`config.mk`:
```
export PLATFORM = sky130hd
export DESIGN_NAME = c_subset_tokenizer_core
export DESIGN_NICKNAME = d
export VERILOG_FILES = /design/src/rtl/cst_pkg.sv /design/src/rtl/cst_lexer.sv /design/src/rtl/c_subset_tokenizer_core.sv
export SDC_FILE = /design/constraint.sdc
export NUM_CORES = 1
export LEC_CHECK = 0
export BUFFER_PORTS_ARGS = -buffer_cell sky130_fd_sc_hd__buf_2
export CORE_MARGIN = 4
export CORE_UTILIZATION = 30
export DETAILED_ROUTE_END_ITERATION = 12
export PLACE_DENSITY = 0.46
export SETUP_SLACK_MARGIN = 0.4
export SLEW_MARGIN = 20
export SYNTH_ARGS = -nofsm -noshare
export SYNTH_HDL_FRONTEND = slang
export SYNTH_SLANG_ARGS = --single-unit
```
`constraint.sdc`:
```
create_clock -name i_clk -period 9 [get_ports i_clk]
set_input_delay 0 -clock i_clk [delete_from_list [all_inputs] [get_ports i_clk]]
set_output_delay 0 -clock i_clk [all_outputs]
set_load 0.005 [all_outputs]
```
`src/rtl/cst_pkg.sv`:
```
// Shared types, codes and character-class helpers for the C subset tokenizer.
// No dependencies; imported by cst_lexer, c_subset_tokenizer_core and cst_checker.
package cst_pkg;

    localparam int LINE_BITS_DEF   = 20;
    localparam int LENGTH_BITS_DEF = 16;

    // Up to three records come from one source byte.
    localparam int REC_SLOTS = 3;

    // Record queue between lexer and output port, in rows of one byte's records.
    localparam int ROW_DEPTH    = 4;
    localparam int ROW_PTR_BITS = $clog2(ROW_DEPTH);
    localparam int ROW_CNT_BITS = $clog2(ROW_DEPTH + 1);

    localparam logic [1:0] REC_TOKEN   = 2'd0;
    localparam logic [1:0] REC_LITERAL = 2'd1;
    localparam logic [1:0] REC_ERROR   = 2'd2;

    localparam logic [4:0] KIND_END     = 5'd0;
    localparam logic [4:0] KIND_NL      = 5'd1;
    localparam logic [4:0] KIND_SPACE   = 5'd2;
    localparam logic [4:0] KIND_NUM     = 5'd3;
    localparam logic [4:0] KIND_CHAR    = 5'd4;
    localparam logic [4:0] KIND_STR     = 5'd5;
    localparam logic [4:0] KIND_IDENT   = 5'd6;
    localparam logic [4:0] KIND_LE      = 5'd7;
    localparam logic [4:0] KIND_GE      = 5'd8;
    localparam logic [4:0] KIND_EQ      = 5'd9;
    localparam logic [4:0] KIND_NE      = 5'd10;
    localparam logic [4:0] KIND_INC     = 5'd11;
    localparam logic [4:0] KIND_DEC     = 5'd12;
    localparam logic [4:0] KIND_LAND    = 5'd13;
    localparam logic [4:0] KIND_LOR     = 5'd14;
    localparam logic [4:0] KIND_ARROW   = 5'd15;
    localparam logic [4:0] KIND_VARARGS = 5'd16;
    localparam logic [4:0] KIND_SINGLE  = 5'd17;

    localparam logic [2:0] ERR_NONE       = 3'd0;
    localparam logic [2:0] ERR_EOF_LIT    = 3'd1;
    localparam logic [2:0] ERR_NL_LIT     = 3'd2;
    localparam logic [2:0] ERR_BAD_ESC    = 3'd3;
    localparam logic [2:0] ERR_OPEN_CMT   = 3'd4;
    localparam logic [2:0] ERR_OPEN_CHAR  = 3'd5;
    localparam logic [2:0] ERR_DOUBLE_DOT = 3'd6;

    localparam logic [7:0] CH_NUL    = 8'h00;
    localparam logic [7:0] CH_NL     = 8'h0A;
    localparam logic [7:0] CH_BSLASH = 8'h5C;
    localparam logic [7:0] CH_USCORE = 8'h5F;
    localparam logic [7:0] CH_SQUOTE = 8'h27;
    localparam logic [7:0] CH_DQUOTE = 8'h22;
    localparam logic [7:0] CH_ZERO   = 8'h30;
    localparam logic [7:0] CH_LC_N   = 8'h6E;
    localparam logic [7:0] CH_SLASH  = 8'h2F;
    localparam logic [7:0] CH_STAR   = 8'h2A;
    localparam logic [7:0] CH_DOT    = 8'h2E;
    localparam logic [7:0] CH_LT     = 8'h3C;
    localparam logic [7:0] CH_GT     = 8'h3E;
    localparam logic [7:0] CH_EQ     = 8'h3D;
    localparam logic [7:0] CH_BANG   = 8'h21;
    localparam logic [7:0] CH_PLUS   = 8'h2B;
    localparam logic [7:0] CH_MINUS  = 8'h2D;
    localparam logic [7:0] CH_AMP    = 8'h26;
    localparam logic [7:0] CH_BAR    = 8'h7C;

    // Fixed-width part of one record; line and length follow module parameters.
    typedef struct packed {
        logic [1:0] rtype;
        logic [4:0] kind;
        logic [7:0] single_ch;
        logic [7:0] lit;
        logic [2:0] err;
        logic       last;
    } t_rec_meta;

    function automatic t_rec_meta mk_meta(logic [1:0] rtype, logic [4:0] kind,
                                          logic [7:0] single_ch, logic [7:0] lit,
                                          logic [2:0] err);
        t_rec_meta m;
        m.rtype     = rtype;
        m.kind      = kind;
        m.single_ch = single_ch;
        m.lit       = lit;
        m.err       = err;
        m.last      = 1'b0;
        return m;
    endfunction

    function automatic logic is_space(logic [7:0] c);
        return (c == 8'h20) || (c >= 8'd9 && c <= 8'd13);
    endfunction

    function automatic logic is_digit(logic [7:0] c);
        return c >= CH_ZERO && c <= 8'h39;
    endfunction

    function automatic logic is_alpha(logic [7:0] c);
        return (c >= 8'h61 && c <= 8'h7A) || (c >= 8'h41 && c <= 8'h5A);
    endfunction

    function automatic logic is_word(logic [7:0] c);
        return is_alpha(c) || is_digit(c) || c == CH_USCORE;
    endfunction

    function automatic logic is_op_start(logic [7:0] c);
        return c == CH_LT || c == CH_GT || c == CH_EQ || c == CH_BANG ||
               c == CH_PLUS || c == CH_MINUS || c == CH_AMP || c == CH_BAR;
    endfunction

    function automatic logic esc_ok(logic [7:0] c);
        return c == CH_ZERO || c == CH_SQUOTE || c == CH_DQUOTE ||
               c == CH_LC_N || c == CH_BSLASH;
    endfunction

    function automatic logic [7:0] esc_val(logic [7:0] c);
        logic [7:0] v;
        v = c;
        if (c == CH_ZERO) v = CH_NUL;
        else if (c == CH_LC_N) v = CH_NL;
        return v;
    endfunction

    // Two-character operator kind, KIND_END when the pair forms none.
    function automatic logic [4:0] pair_kind(logic [7:0] a, logic [7:0] b);
        logic [4:0] k;
        k = KIND_END;
        if (a == CH_LT && b == CH_EQ) k = KIND_LE;
        else if (a == CH_GT && b == CH_EQ) k = KIND_GE;
        else if (a == CH_EQ && b == CH_EQ) k = KIND_EQ;
        else if (a == CH_BANG && b == CH_EQ) k = KIND_NE;
        else if (a == CH_PLUS && b == CH_PLUS) k = KIND_INC;
        else if (a == CH_MINUS && b == CH_MINUS) k = KIND_DEC;
        else if (a == CH_AMP && b == CH_AMP) k = KIND_LAND;
        else if (a == CH_BAR && b == CH_BAR) k = KIND_LOR;
        else if (a == CH_MINUS && b == CH_GT) k = KIND_ARROW;
        return k;
    endfunction

endpackage

```
`src/rtl/cst_lexer.sv`:
```
// Lexer mode machine: holds mode, lookahead, line and length counters.
// Produces up to three compacted records per accepted byte. Uses cst_pkg.
module cst_lexer
    import cst_pkg::*;
#(
    parameter int LINE_BITS   = LINE_BITS_DEF,
    parameter int LENGTH_BITS = LENGTH_BITS_DEF
) (
    input  logic                   i_clk,
    input  logic                   i_rst_n,
    input  logic                   i_accept,
    input  logic [7:0]             i_char,
    output logic [1:0]             o_rec_cnt,
    output t_rec_meta              o_meta [REC_SLOTS],
    output logic [LINE_BITS-1:0]   o_line [REC_SLOTS],
    output logic [LENGTH_BITS-1:0] o_len  [REC_SLOTS]
);

    typedef enum logic [3:0] {
        M_IDLE, M_WS, M_NUM, M_IDENT, M_SLASH, M_COMMENT, M_CSTAR,
        M_CHR, M_CHR_ESC, M_CHR_CLOSE, M_STR, M_STR_ESC, M_OP1, M_DOT1, M_DOT2
    } t_mode;

    localparam logic [LINE_BITS-1:0]   LINE_ONE  = LINE_BITS'(1);
    localparam logic [LINE_BITS-1:0]   LINE_MAX  = {LINE_BITS{1'b1}};
    localparam logic [LENGTH_BITS-1:0] LEN_ZERO  = '0;
    localparam logic [LENGTH_BITS-1:0] LEN_ONE   = LENGTH_BITS'(1);
    localparam logic [LENGTH_BITS-1:0] LEN_TWO   = LENGTH_BITS'(2);
    localparam logic [LENGTH_BITS-1:0] LEN_THREE = LENGTH_BITS'(3);
    localparam logic [LENGTH_BITS-1:0] LEN_MAX   = {LENGTH_BITS{1'b1}};

    t_mode                  r_mode,   n_mode;
    logic [7:0]             r_la,     n_la;
    logic [LINE_BITS-1:0]   r_line,   n_line;
    logic [LINE_BITS-1:0]   r_sline,  n_sline;
    logic [LENGTH_BITS-1:0] r_len,    n_len;
    logic                   r_halted, n_halted;

    logic [LINE_BITS-1:0]   line_p1;
    logic [LENGTH_BITS-1:0] len_p1;
    logic                   start;
    logic                   is_chr;
    logic [4:0]             lit_kind;
    logic [4:0]             pk;

    // Slot 0: lone ".." error; slot 1: record of the open token; slot 2: new token.
    logic [REC_SLOTS-1:0]   slot_v;
    logic [REC_SLOTS-1:0]   slot_last;
    t_rec_meta              slot_m    [REC_SLOTS];
    logic [LINE_BITS-1:0]   slot_line [REC_SLOTS];
    logic [LENGTH_BITS-1:0] slot_len  [REC_SLOTS];

    assign line_p1 = (r_line == LINE_MAX) ? r_line : r_line + LINE_ONE;
    assign len_p1  = (r_len == LEN_MAX) ? r_len : r_len + LEN_ONE;
    assign is_chr  = (r_mode == M_CHR) || (r_mode == M_CHR_ESC);
    assign lit_kind = is_chr ? KIND_CHAR : KIND_STR;
    assign pk      = pair_kind(r_la, i_char);

    always_comb begin
        n_mode   = r_mode;
        n_la     = r_la;
        n_line   = r_line;
        n_sline  = r_sline;
        n_len    = r_len;
        n_halted = r_halted;
        start    = 1'b0;
        slot_v   = '0;
        for (int s = 0; s < REC_SLOTS; s++) begin
            slot_m[s]    = mk_meta(REC_TOKEN, KIND_END, CH_NUL, CH_NUL, ERR_NONE);
            slot_len[s]  = LEN_ZERO;
            slot_line[s] = r_sline;
        end
        slot_line[2] = r_line;

        if (!r_halted) begin
            unique case (r_mode) inside
                M_WS: begin
                    if (is_space(i_char) && i_char != CH_NL) begin
                        n_len = len_p1;
                    end else begin
                        slot_v[1]   = 1'b1;
                        slot_m[1]   = mk_meta(REC_TOKEN, KIND_SPACE, CH_NUL, CH_NUL, ERR_NONE);
                        slot_len[1] = r_len;
                        start       = 1'b1;
                    end
                end
                M_NUM: begin
                    if (is_digit(i_char)) begin
                        n_len = len_p1;
                    end else begin
                        slot_v[1]   = 1'b1;
                        slot_m[1]   = mk_meta(REC_TOKEN, KIND_NUM, CH_NUL, CH_NUL, ERR_NONE);
                        slot_len[1] = r_len;
                        start       = 1'b1;
                    end
                end
                M_IDENT: begin
                    if (is_word(i_char)) begin
                        n_len = len_p1;
                    end else begin
                        slot_v[1]   = 1'b1;
                        slot_m[1]   = mk_meta(REC_TOKEN, KIND_IDENT, CH_NUL, CH_NUL, ERR_NONE);
                        slot_len[1] = r_len;
                        start       = 1'b1;
                    end
                end
                M_SLASH: begin
                    if (i_char == CH_STAR) begin
                        n_len  = len_p1;
                        n_mode = M_COMMENT;
                    end else begin
                        slot_v[1]   = 1'b1;
                        slot_m[1]   = mk_meta(REC_TOKEN, KIND_SINGLE, CH_SLASH, CH_NUL,
                                              ERR_NONE);
                        slot_len[1] = LEN_ONE;
                        start       = 1'b1;
                    end
                end
                M_COMMENT, M_CSTAR: begin
                    if (i_char == CH_SLASH && r_mode == M_CSTAR) begin
                        slot_v[1]   = 1'b1;
                        slot_m[1]   = mk_meta(REC_TOKEN, KIND_SPACE, CH_NUL, CH_NUL, ERR_NONE);
                        slot_len[1] = LEN_ONE;
                        n_mode      = M_IDLE;
                    end else if (i_char == CH_NUL) begin
                        slot_v[1] = 1'b1;
                        slot_m[1] = mk_meta(REC_ERROR, KIND_END, CH_NUL, CH_NUL, ERR_OPEN_CMT);
                        n_mode    = M_IDLE;
                        n_halted  = 1'b1;
                    end else begin
                        n_len = len_p1;
                        if (i_char == CH_NL) n_line = line_p1;
                        n_mode = (i_char == CH_STAR) ? M_CSTAR : M_COMMENT;
                    end
                end
                M_CHR, M_STR: begin
                    if (!is_chr && i_char == CH_DQUOTE) begin
                        n_len       = len_p1;
                        slot_v[1]   = 1'b1;
                        slot_m[1]   = mk_meta(REC_TOKEN, KIND_STR, CH_NUL, CH_NUL, ERR_NONE);
                        slot_len[1] = len_p1;
                        n_mode      = M_IDLE;
                    end else if (i_char == CH_NUL || i_char == CH_NL) begin
                        slot_v[1]    = 1'b1;
                        slot_m[1]    = mk_meta(REC_ERROR, KIND_END, CH_NUL, CH_NUL,
                                               (i_char == CH_NUL) ? ERR_EOF_LIT : ERR_NL_LIT);
                        slot_line[1] = r_line;
                        n_mode       = M_IDLE;
                        n_halted     = 1'b1;
                    end else if (i_char == CH_BSLASH) begin
                        n_len  = len_p1;
                        n_mode = is_chr ? M_CHR_ESC : M_STR_ESC;
                    end else begin
                        n_len     = len_p1;
                        slot_v[1] = 1'b1;
                        slot_m[1] = mk_meta(REC_LITERAL, lit_kind, CH_NUL, i_char, ERR_NONE);
                        n_mode    = is_chr ? M_CHR_CLOSE : M_STR;
                    end
                end
                M_CHR_ESC, M_STR_ESC: begin
                    slot_v[1] = 1'b1;
                    if (esc_ok(i_char)) begin
                        n_len     = len_p1;
                        slot_m[1] = mk_meta(REC_LITERAL, lit_kind, CH_NUL, esc_val(i_char),
                                            ERR_NONE);
                        n_mode    = is_chr ? M_CHR_CLOSE : M_STR;
                    end else begin
                        slot_m[1]    = mk_meta(REC_ERROR, KIND_END, CH_NUL, CH_NUL,
                                               ERR_BAD_ESC);
                        slot_line[1] = r_line;
                        n_mode       = M_IDLE;
                        n_halted     = 1'b1;
                    end
                end
                M_CHR_CLOSE: begin
                    slot_v[1] = 1'b1;
                    n_mode    = M_IDLE;
                    if (i_char == CH_SQUOTE) begin
                        n_len       = len_p1;
                        slot_m[1]   = mk_meta(REC_TOKEN, KIND_CHAR, CH_NUL, CH_NUL, ERR_NONE);
                        slot_len[1] = len_p1;
                    end else begin
                        slot_m[1] = mk_meta(REC_ERROR, KIND_END, CH_NUL, CH_NUL,
                                            ERR_OPEN_CHAR);
                        n_halted  = 1'b1;
                    end
                end
                M_OP1: begin
                    slot_v[1] = 1'b1;
                    if (pk != KIND_END) begin
                        slot_m[1]   = mk_meta(REC_TOKEN, pk, CH_NUL, CH_NUL, ERR_NONE);
                        slot_len[1] = LEN_TWO;
                        n_mode      = M_IDLE;
                    end else begin
                        slot_m[1]   = mk_meta(REC_TOKEN, KIND_SINGLE, r_la, CH_NUL, ERR_NONE);
                        slot_len[1] = LEN_ONE;
                        start       = 1'b1;
                    end
                end
                M_DOT1: begin
                    if (i_char == CH_DOT) begin
                        n_len  = len_p1;
                        n_mode = M_DOT2;
                    end else begin
                        slot_v[1]   = 1'b1;
                        slot_m[1]   = mk_meta(REC_TOKEN, KIND_SINGLE, CH_DOT, CH_NUL, ERR_NONE);
                        slot_len[1] = LEN_ONE;
                        start       = 1'b1;
                    end
                end
                M_DOT2: begin
                    slot_v[1] = 1'b1;
                    if (i_char == CH_DOT) begin
                        slot_m[1]   = mk_meta(REC_TOKEN, KIND_VARARGS, CH_NUL, CH_NUL,
                                              ERR_NONE);
                        slot_len[1] = LEN_THREE;
                        n_mode      = M_IDLE;
                    end else begin
                        slot_v[0]   = 1'b1;
                        slot_m[0]   = mk_meta(REC_ERROR, KIND_END, CH_NUL, CH_NUL,
                                              ERR_DOUBLE_DOT);
                        slot_m[1]   = mk_meta(REC_TOKEN, KIND_SINGLE, CH_DOT, CH_NUL, ERR_NONE);
                        slot_len[1] = LEN_TWO;
                        start       = 1'b1;
                    end
                end
                default: begin
                    start = 1'b1;
                end
            endcase

            // The byte opens a new token; a few classes complete at once.
            if (start) begin
                n_sline = r_line;
                n_len   = LEN_ONE;
                n_mode  = M_IDLE;
                if (i_char == CH_NUL) begin
                    slot_v[2] = 1'b1;
                    slot_m[2] = mk_meta(REC_TOKEN, KIND_END, CH_NUL, CH_NUL, ERR_NONE);
                    n_la      = CH_NUL;
                    n_line    = LINE_ONE;
                    n_sline   = LINE_ONE;
                    n_len     = LEN_ZERO;
                    n_halted  = 1'b0;
                end else if (i_char == CH_NL) begin
                    slot_v[2]   = 1'b1;
                    slot_m[2]   = mk_meta(REC_TOKEN, KIND_NL, CH_NUL, CH_NUL, ERR_NONE);
                    slot_len[2] = LEN_ONE;
                    n_line      = line_p1;
                end else if (is_space(i_char)) begin
                    n_mode = M_WS;
                end else if (i_char == CH_SLASH) begin
                    n_mode = M_SLASH;
                end else if (is_digit(i_char)) begin
                    n_mode = M_NUM;
                end else if (is_alpha(i_char) || i_char == CH_USCORE) begin
                    n_mode = M_IDENT;
                end else if (i_char == CH_SQUOTE) begin
                    n_mode = M_CHR;
                end else if (i_char == CH_DQUOTE) begin
                    n_mode = M_STR;
                end else if (is_op_start(i_char)) begin
                    n_mode = M_OP1;
                    n_la   = i_char;
                end else if (i_char == CH_DOT) begin
                    n_mode = M_DOT1;
                end else begin
                    slot_v[2]   = 1'b1;
                    slot_m[2]   = mk_meta(REC_TOKEN, KIND_SINGLE, i_char, CH_NUL, ERR_NONE);
                    slot_len[2] = LEN_ONE;
                end
            end
        end
    end

    // A slot is final when no later slot is present.
    assign slot_last[0] = !slot_v[1] && !slot_v[2];
    assign slot_last[1] = !slot_v[2];
    assign slot_last[2] = 1'b1;

    // Pack present slots to the front, in order, and mark the final one.
    always_comb begin
        o_rec_cnt = 2'd0;
        for (int s = 0; s < REC_SLOTS; s++) begin
            o_meta[s] = mk_meta(REC_TOKEN, KIND_END, CH_NUL, CH_NUL, ERR_NONE);
            o_line[s] = r_line;
            o_len[s]  = LEN_ZERO;
        end
        for (int s = 0; s < REC_SLOTS; s++) begin
            if (slot_v[s]) begin
                o_meta[o_rec_cnt]      = slot_m[s];
                o_meta[o_rec_cnt].last = slot_last[s];
                o_line[o_rec_cnt]      = slot_line[s];
                o_len[o_rec_cnt]       = slot_len[s];
                o_rec_cnt              = o_rec_cnt + 2'd1;
            end
        end
    end

    always_ff @(posedge i_clk) begin
        if (!i_rst_n) begin
            r_mode   <= M_IDLE;
            r_la     <= CH_NUL;
            r_line   <= LINE_ONE;
            r_sline  <= LINE_ONE;
            r_len    <= LEN_ZERO;
            r_halted <= 1'b0;
        end else if (i_accept) begin
            r_mode   <= n_mode;
            r_la     <= n_la;
            r_line   <= n_line;
            r_sline  <= n_sline;
            r_len    <= n_len;
            r_halted <= n_halted;
        end
    end

endmodule

```
`src/rtl/c_subset_tokenizer_core.sv`:
```
// Top level of the C subset tokenizer: byte input, lexer and record queue.
// Depends on cst_pkg and cst_lexer.
//
// Streaming tokenizer for a small C subset. Each accepted byte on the input
// channel steps the lexer mode machine in the same cycle and yields zero to
// three records: completed tokens, decoded bytes of character and string
// literals, or an error. A token completes only when the byte after it
// arrives, so the records a byte produces may belong to the previous token.
// A NUL byte outside a comment or a character or string literal closes
// any open token, emits the end token and restarts line counting at one.
// After any error other than a lone "..", the block accepts and drops every
// byte until reset. Records of one byte enter a four-row queue as one row
// and leave one per beat, the final record of each byte marked by o_last.
// A byte is accepted every cycle while the queue has a free row, so the
// input runs at one byte per cycle when every byte yields at most one
// record and the sink is ready; when bytes yield two or three records, the
// output sustains one record per cycle while the sink is ready. Line and
// length counters saturate at their all-ones value.
module c_subset_tokenizer_core
    import cst_pkg::*;
#(
    parameter int LINE_BITS   = LINE_BITS_DEF,
    parameter int LENGTH_BITS = LENGTH_BITS_DEF
) (
    input  logic                   i_clk,
    input  logic                   i_rst_n,
    // Source byte channel
    input  logic                   i_in_valid,
    output logic                   o_in_ready,
    input  logic [7:0]             i_char_in,
    // Record channel
    output logic                   o_out_valid,
    input  logic                   i_out_ready,
    output logic [1:0]             o_record_type,
    output logic [4:0]             o_token_kind,
    output logic [7:0]             o_single_char,
    output logic [LINE_BITS-1:0]   o_token_line,
    output logic [LENGTH_BITS-1:0] o_token_length,
    output logic [7:0]             o_literal_byte,
    output logic [2:0]             o_error_code,
    output logic                   o_last
);

    localparam logic [ROW_CNT_BITS-1:0] ROW_FULL = ROW_CNT_BITS'(ROW_DEPTH);

    logic                   in_accept;
    logic                   out_fire;
    logic                   push;
    logic                   pop;

    logic [1:0]             lx_cnt;
    t_rec_meta              lx_meta [REC_SLOTS];
    logic [LINE_BITS-1:0]   lx_line [REC_SLOTS];
    logic [LENGTH_BITS-1:0] lx_len  [REC_SLOTS];

    // Queue rows: all records of one byte.
    t_rec_meta              r_row_meta [ROW_DEPTH][REC_SLOTS];
    logic [LINE_BITS-1:0]   r_row_line [ROW_DEPTH][REC_SLOTS];
    logic [LENGTH_BITS-1:0] r_row_len  [ROW_DEPTH][REC_SLOTS];

    logic [ROW_PTR_BITS-1:0] r_wr_ptr;
    logic [ROW_PTR_BITS-1:0] r_rd_ptr;
    logic [ROW_CNT_BITS-1:0] r_count;
    logic [1:0]              r_sub;     // record within the head row

    t_rec_meta              head;

    // Input side never waits on the output handshake: only a full queue holds it.
    assign o_in_ready  = (r_count != ROW_FULL);
    assign in_accept   = i_in_valid && o_in_ready;
    assign o_out_valid = (r_count != '0);
    assign out_fire    = o_out_valid && i_out_ready;

    // A byte with no records leaves no row behind.
    assign push = in_accept && (lx_cnt != 2'd0);
    // Retire the head row after its last record goes out.
    assign pop  = out_fire && head.last;

    cst_lexer #(
        .LINE_BITS   (LINE_BITS),
        .LENGTH_BITS (LENGTH_BITS)
    ) u_lexer (
        .i_clk     (i_clk),
        .i_rst_n   (i_rst_n),
        .i_accept  (in_accept),
        .i_char    (i_char_in),
        .o_rec_cnt (lx_cnt),
        .o_meta    (lx_meta),
        .o_line    (lx_line),
        .o_len     (lx_len)
    );

    // Row storage: payload only, no reset.
    always_ff @(posedge i_clk) begin
        if (push) begin
            for (int s = 0; s < REC_SLOTS; s++) begin
                r_row_meta[r_wr_ptr][s] <= lx_meta[s];
                r_row_line[r_wr_ptr][s] <= lx_line[s];
                r_row_len[r_wr_ptr][s]  <= lx_len[s];
            end
        end
    end

    always_ff @(posedge i_clk) begin
        if (!i_rst_n) begin
            r_wr_ptr <= '0;
            r_rd_ptr <= '0;
            r_count  <= '0;
            r_sub    <= 2'd0;
        end else begin
            if (push) r_wr_ptr <= r_wr_ptr + 1'b1;
            if (pop) begin
                r_rd_ptr <= r_rd_ptr + 1'b1;
                r_sub    <= 2'd0;
            end else if (out_fire) begin
                r_sub <= r_sub + 2'd1;
            end
            if (push && !pop) r_count <= r_count + 1'b1;
            else if (pop && !push) r_count <= r_count - 1'b1;
        end
    end

    assign head           = r_row_meta[r_rd_ptr][r_sub];
    assign o_record_type  = head.rtype;
    assign o_token_kind   = head.kind;
    assign o_single_char  = head.single_ch;
    assign o_literal_byte = head.lit;
    assign o_error_code   = head.err;
    assign o_last         = head.last;
    assign o_token_line   = r_row_line[r_rd_ptr][r_sub];
    assign o_token_length = r_row_len[r_rd_ptr][r_sub];

endmodule

```
==> flow_metrics.env, run 1 <==
export IMPL_status="complete, no violations"
export IMPL_root_buffer="clkbuf_16"
export IMPL_holdPathStages=4
export IMPL_io_buffers=76
export IMPL_layout_nets=2128
export IMPL_dr_pass1_iters=5
export IMPL_clkPwrFrac_pct=27.2
export IMPL_power_density_nw_per_um2=327
export IMPL_wl_per_cell_um=23.6
export IMPL_grt_busiest_layer="met2"
export IMPL_p_leak_nw=11.2
export IMPL_fmax_ghz=0.172
export IMPL_post_route_period_util_pct=64.6
export IMPL_postLayoutSetupSlackWorst_ns=3.19
export IMPL_rsz0062_at_grt="false"
export IMPL_core_um2=102000
export IMPL_switchingPower_mw=3.86
export IMPL_combPwrFrac_pct=32.2
export IMPL_ir_drop_mv=0.229
export IMPL_place_ws_ns=3.06
export IMPL_setup_viol=0
export IMPL_reg2reg_depth=11
export IMPL_place_area_um2=32800
export IMPL_switching_share_pct=33.2
export IMPL_grt_total_usage_pct=15.2
export IMPL_vias=18232
export IMPL_die_width_um=329
export IMPL_post_cts_buffers=0
export IMPL_min_to="u_lexer.r_la[1]"
export IMPL_syn_avg_cell_area_um2=15.3
export IMPL_synth_edf_count=628
export IMPL_ctsHtreeMaxLevel=3
export IMPL_gp_congestion=0.868
export IMPL_critical_path_class="in -> reg"
export IMPL_r2r_start="u_lexer.r_la[4]"
export IMPL_ios=77
export IMPL_worstReg2RegEnd="r_row_len[3][22]"
export IMPL_grt_pass1_wl_um=125000
export IMPL_vias_per_cell=5.17
export IMPL_crit_required_ns=9.25
export IMPL_r2r_setup_slack_ns=3.25
export IMPL_tightestPinTransition_ns=1.09
export IMPL_cts_buffers_inserted=77
export IMPL_holdBufCountCts=12
export IMPL_layout_drive_gt1_share_pct=21.3
export IMPL_start_util_pct=30.3
export IMPL_grt_max_degree=65
export IMPL_ys_warn_count=0
export IMPL_ys_ff_latch=708
export IMPL_drv_slew=0
export IMPL_skew_ns=0.0218
export IMPL_synth_cell_types=91
export IMPL_cap_violations=0
export IMPL_cts_resized=0
export IMPL_hold_path_startpoint="i_char_in[1]"
export IMPL_grtUsageMet2_pct=25.8
export IMPL_clock_path_buffers=3
export IMPL_insertion_delay_ns=0.64
export IMPL_post_route_cell_area_um2=35600
export IMPL_ant_nets=0
export IMPL_slew_headroom_pct=27.3
export IMPL_layout_min_cycle_time_ns=5.81
export IMPL_antenna_found_initial=1
export IMPL_end_kind="flip-flop"
export IMPL_ys_seq_area_share_pct=66.1
export IMPL_cts_sinks=708
export IMPL_grt_ovfl_total=0
export IMPL_grt_util_met1_pct=20.5
export IMPL_hold_path_class="in -> reg"
export IMPL_hpwlAfterDp_um=49900
export IMPL_arrival_ns=6.07
export IMPL_die_area_um2=108000
export IMPL_fin_util_pct=34.8
export IMPL_cts_tree="done"
export IMPL_fin_setup_tns_ns=0
export IMPL_hold_viol=0
export IMPL_dieHeight_um=329
export IMPL_internal_power_mw=7.77
export IMPL_synthesis_area_um2=30900
export IMPL_synthFlopType="edfxtp_1"
export IMPL_met3_usage_pct=2.35
export IMPL_rows=117
export IMPL_cp_max_fo=62
export IMPL_start_kind="input port"
export IMPL_drt_iter0_markers=1316
export IMPL_synthToLayoutAreaGrowth_pct=14.9
export IMPL_routed_wl_um=83200
export IMPL_power_share_sequential_pct=40.7
export IMPL_synth_cells=2026
export IMPL_cts_clk_slew_worst_paths_ns=0.06
export IMPL_grt_pass1_vias=19045
export IMPL_async_reset_ff_share_pct=0
export IMPL_drcViolationCount=0
[power groups by stage]
stage               clock network, mW  registers, mW  logic [mW]
finish                           3.16           4.73        3.74
global route                     3.41           4.80        4.10
CTS                              3.27           4.75        3.86
detailed placement                  0           4.81        3.85
global placement                    0           4.77        3.84
floorplan                           0           4.79        2.46
[through the flow]
stage               instances  hold slack (ns)  total power, mW
floorplan                2029            0.335             7.25
global placement         3375            0.450             8.62
detailed placement       3375            0.458             8.66
CTS                      3527            0.402             11.9
global route             3527            0.454             12.3
finish                   3528            0.433             11.6
[kinds of logic (layout without fill, tap and decap cells)]
logic type	after synthesis	count (layout)	share of synthesized area (%)
xor gates and xnor gates	13	13	0.368
other	1	5	0.0121
AOI/OAI and AO/OA	338	338	7.56
muxes	255	255	14.7
adders and majority gates	18	18	0.776
DFF	708	708	66.1
and+or+nand+nor	499	499	8.02
buffers and inverters	194	324	2.47
[worst max-delay path, cell delays in order]
cell and delay [ns]:
dlygate4sd3_1 0.54, buf_2 0.33, or4b_4 0.64, or4_4 0.57
a21oi_2 0.19, or4_2 0.20, o211a_4 0.41, nor3_1 0.08
buf_4 0.22, fa_1 0.57, a311oi_1 0.08, a311oi_4 0.50
and2_4 0.71, buf_4 0.87
[flip-flops by register name (all words and copies together), names as in the netlist, named ones only]
| name | cells |
|---|---|
| r_row_meta | 256 |
| r_row_len | 132 |
| u_lexer.r_halted | 1 |
| r_sub | 2 |
| u_lexer.r_len | 16 |
| r_row_line | 240 |
| u_lexer.r_mode | 4 |
| u_lexer.r_la | 8 |
| u_lexer.r_line | 20 |
| u_lexer.r_sline | 20 |
| r_wr_ptr | 2 |
| r_count | 3 |
| r_rd_ptr | 2 |
[layout by cell type (no fill, tap or decap), types with 14 or more instances in the layout]
cell,Yosys,layout
mux4_2,157,157
mux2_2,22,22
a21oi_1,87,85
inv_1,57,57
o22ai_1,38,38
mux2i_1,76,76
nand3_1,55,55
dfxtp_1,80,76
a31oi_1,28,28
nor3_1,27,26
nand2_1,116,116
o21ai_0,41,41
clkbuf_1,94,14
a22o_1,27,27
and2_1,23,19
nor2_1,154,152
ha_1,16,16
buf_2,14,76
buf_4,3,36
and3_1,16,16
clkinv_2,0,15
clkbuf_16,0,79
edfxtp_1,628,628
[cells in the mapped netlist (all sizes together), types with 5 or more instances]
| cell | instances | share of area (%) |
|---|---|---|
| nor3b | 5 | 0.14 |
| nand2 | 116 | 1.4 |
| nor3 | 29 | 0.50 |
| mux2i | 76 | 2.5 |
| dfxtp | 80 | 5.2 |
| edfxtp | 628 | 61 |
| o21a | 8 | 0.19 |
| buf | 41 | 0.61 |
| o2111ai | 6 | 0.17 |
| a22o | 27 | 0.76 |
| and3 | 16 | 0.32 |
| xor2 | 6 | 0.17 |
| nor2 | 156 | 1.9 |
| and2 | 25 | 0.51 |
| mux2 | 22 | 0.80 |
| a31oi | 28 | 0.57 |
| nor4b | 5 | 0.14 |
| nor2b | 9 | 0.18 |
| or3 | 10 | 0.20 |
| mux4 | 157 | 11 |
| a21boi | 6 | 0.16 |
| clkbuf | 94 | 1.1 |
| xnor2 | 7 | 0.20 |
| or4 | 12 | 0.31 |
| ha | 16 | 0.65 |
| nand2b | 13 | 0.26 |
| o31ai | 9 | 0.22 |
| nand4 | 10 | 0.20 |
| nand3 | 56 | 0.92 |
| o22ai | 38 | 0.77 |
| o211ai | 12 | 0.32 |
| a311oi | 5 | 0.20 |
| inv | 59 | 0.72 |
| a21oi | 89 | 1.5 |
| nor4 | 15 | 0.36 |
| o2bb2ai | 10 | 0.28 |
| a21o | 12 | 0.29 |
| o21ai | 42 | 0.68 |
[layout make-up]
type | count | area [µm²]
Antenna cell | 1 | 2.50
Clock buffer | 105 | 2190
Clock inverter | 35 | 384
Fill cell | 9819 | 66500
Inverter | 59 | 221
Multi-Input combinational cell | 1127 | 9780
Sequential cell | 708 | 20500
Tap cell | 1368 | 1710
Timing Repair Buffer | 125 | 782
[metal layers]
layer | part of all wire [%] | wire, µm
met5 | 0 | 0
met4 | 2.1 | 1720
met3 | 4.2 | 3490
met2 | 49 | 40800
met1 | 45 | 37200
[worst max-delay path by stage]
stage                    startpoint                end  cells after the start
floorplan           u_lexer.r_la[7]    r_row_len[0][0]                     10
global placement       i_char_in[5]   r_row_len[3][24]                     13
detailed placement     i_char_in[5]  r_row_meta[3][31]                     13
CTS                    i_char_in[5]  r_row_meta[3][32]                     14
global route        u_lexer.r_la[4]  r_row_meta[3][64]                     11
finish                 i_char_in[5]   r_row_len[3][22]                     14
No activity file was read; power rests on OpenSTA's default activity.
==> run 2: changes to the inputs <==
clock period = 5.4 ns   (was 9 ns; I/O delays follow)
==> run 2 against run 1 <==
Compared with the run above:
- global-route usage up 0.18 points
- flip-flop and latch count is the same
- register-to-register slack lost 2.6 ns
- combinational power rose by 77%
- clock-buffer cell count fell by 4
- power up 70%
- final area increased by 1.4%
- core utilization grew 0.47 points
- clock skew increased by 0.018 ns
- non-clock buffer count is 27 higher
- critical path type unchanged
- largest power group unchanged
==> flow_metrics.env, run 2 (same netlist as run 1, synthesis figures left out) <==
export IMPL_hold_ws_ns=0.112
export IMPL_hold_path_startpoint="i_char_in[2]"
export IMPL_hold_path_class="in -> reg"
export IMPL_status="complete, no violations"
export IMPL_power_mw=19.8
export IMPL_rsz0062_at_grt="false"
export IMPL_tightestPinTransition_ns=0.963
export IMPL_mostFrequentLayoutCells="edfxtp_1 (628), mux4_2 (157), nor2_1 (153)"
export IMPL_worstReg2RegEnd="r_count[2]"
export IMPL_final_cells=3559
export IMPL_fin_setup_tns_ns=0
export IMPL_final_common_cell="edfxtp_1"
export IMPL_grt_max_degree=114
export IMPL_gp_congestion=0.903
export IMPL_die_width_um=329
export IMPL_layout_drive_gt1_share_pct=21.9
export IMPL_wl_per_cell_um=23.7
export IMPL_p_leak_nw=11.4
export IMPL_grt_ovfl_total=0
export IMPL_post_route_cell_area_um2=36000
export IMPL_layout_nets=2157
export IMPL_dp_cells=3402
export IMPL_start_util_pct=30.3
export IMPL_hpwlAfterDp_um=52600
export IMPL_cap_violations=0
export IMPL_antenna_found_initial=1
export IMPL_crit_required_ns=5.93
export IMPL_ant_nets=0
export IMPL_ctsHtreeMaxLevel=3
export IMPL_start_kind="input port"
export IMPL_regMostFlops="r_row_meta"
export IMPL_arrival_ns=5.29
export IMPL_core_um2=102000
export IMPL_place_area_um2=33300
export IMPL_cp_max_fo=17
export IMPL_ir_drop_mv=0.275
export IMPL_place_ws_ns=0.621
export IMPL_critical_path_class="in -> reg"
export IMPL_end_kind="flip-flop"
export IMPL_ios=77
export IMPL_dr_pass1_iters=5
export IMPL_cts_sinks=708
export IMPL_slew_headroom_pct=34.9
export IMPL_r2r_setup_slack_ns=0.70
export IMPL_grt_pass1_vias=19026
export IMPL_reg2reg_depth=14
export IMPL_drcViolationCount=0
export IMPL_holdPathStages=4
export IMPL_setup_viol=0
export IMPL_drv_slew=0
export IMPL_post_cts_buffers=0
export IMPL_fill_cells=9745
export IMPL_postLayoutSetupSlackWorst_ns=0.640
export IMPL_cts_clk_slew_worst_paths_ns=0.05
export IMPL_reg_largest_list="r_row_meta (256), r_row_line (240), r_row_len (132)"
export IMPL_cp_startpoint="i_char_in[4]"
export IMPL_post_route_period_util_pct=88.1
export IMPL_io_buffers=76
export IMPL_hold_viol=0
export IMPL_synthToLayoutAreaGrowth_pct=16.4
export IMPL_routed_wl_um=84500
export IMPL_grt_total_usage_pct=15.4
export IMPL_rows=117
export IMPL_largest_reg_flops=256
export IMPL_layout_min_cycle_time_ns=4.76
export IMPL_vias_per_cell=5.20
export IMPL_dieHeight_um=329
export IMPL_die_area_um2=108000
export IMPL_grt_pass1_wl_um=126000
export IMPL_r2r_start="u_lexer.r_la[4]"
export IMPL_diodes=0
export IMPL_clock_path_buffers=3
export IMPL_skew_ns=0.0398
export IMPL_cts_tree="done"
export IMPL_drt_iter0_markers=1634
export IMPL_fin_util_pct=35.3
export IMPL_insertion_delay_ns=0.64
export IMPL_vias=18518
export IMPL_root_buffer="clkbuf_16"
export IMPL_fmax_ghz=0.210
export IMPL_min_to="u_lexer.r_la[2]"
export IMPL_cts_buffers_inserted=79
export IMPL_power_density_nw_per_um2=551
[run 2: area by class of cell]
type | instances | area, µm² | share of cell area [%]
well taps | 1368 | 1710 | 4.75
multi-input cells | 1127 | 9770 | 27.1
repair buffers | 152 | 1230 | 3.41
inverters | 59 | 221 | 0.615
clock buffers | 101 | 2080 | 5.77
clock inverters | 44 | 542 | 1.50
flip-flops and latches | 708 | 20500 | 56.8
[run 2: repair_timing]
action,in CTS,in global routing
endpoints found under the setup margin,0,1
hold buffers,11,0
gates resized for setup,0,1
hold endpoints to repair,67,0
[run 2: worst max-delay path by stage]
stage / end
6_report: r_count[2]
3_3_place_gp: r_count[2]
2_1_floorplan: r_row_len[0][0]
3_5_place_dp: r_row_meta[2][58]
5_1_grt: r_count[2]
4_1_cts: r_row_meta[2][28]
[run 2: power breakdown]
group	switching [mW]	internal, mW	total [mW]
clock	2.17	3.23	5.39
combinational	4.04	2.58	6.63
sequential	0.359	7.46	7.82
total	6.57	13.3	19.8
[run 2: critical path, stage by stage]
cell           delay (ns)
dlygate4sd3_1        0.54
buf_2                0.25
or4b_4               0.68
or4_4                0.56
a21oi_2              0.20
or4_2                0.24
o211a_4              0.19
nor3_1               0.07
fa_1                 0.61
a311oi_1             0.08
a311oi_4             0.48
ha_1                 0.26
inv_1                0.07
fa_1                 0.37
xor2_1               0.18
or3_1                0.32
a21oi_1              0.16
[run 2: per-layer routing]
metal	up-vias	routed length [µm]	part of all wire (%)	GRT usage, %
met5	-	12	0.014	0
met4	2	2210	2.6	4.78
met3	135	3950	4.7	2.40
met2	521	40700	48	25.4
met1	9637	37600	45	21.1
li1	8223	-	-	-
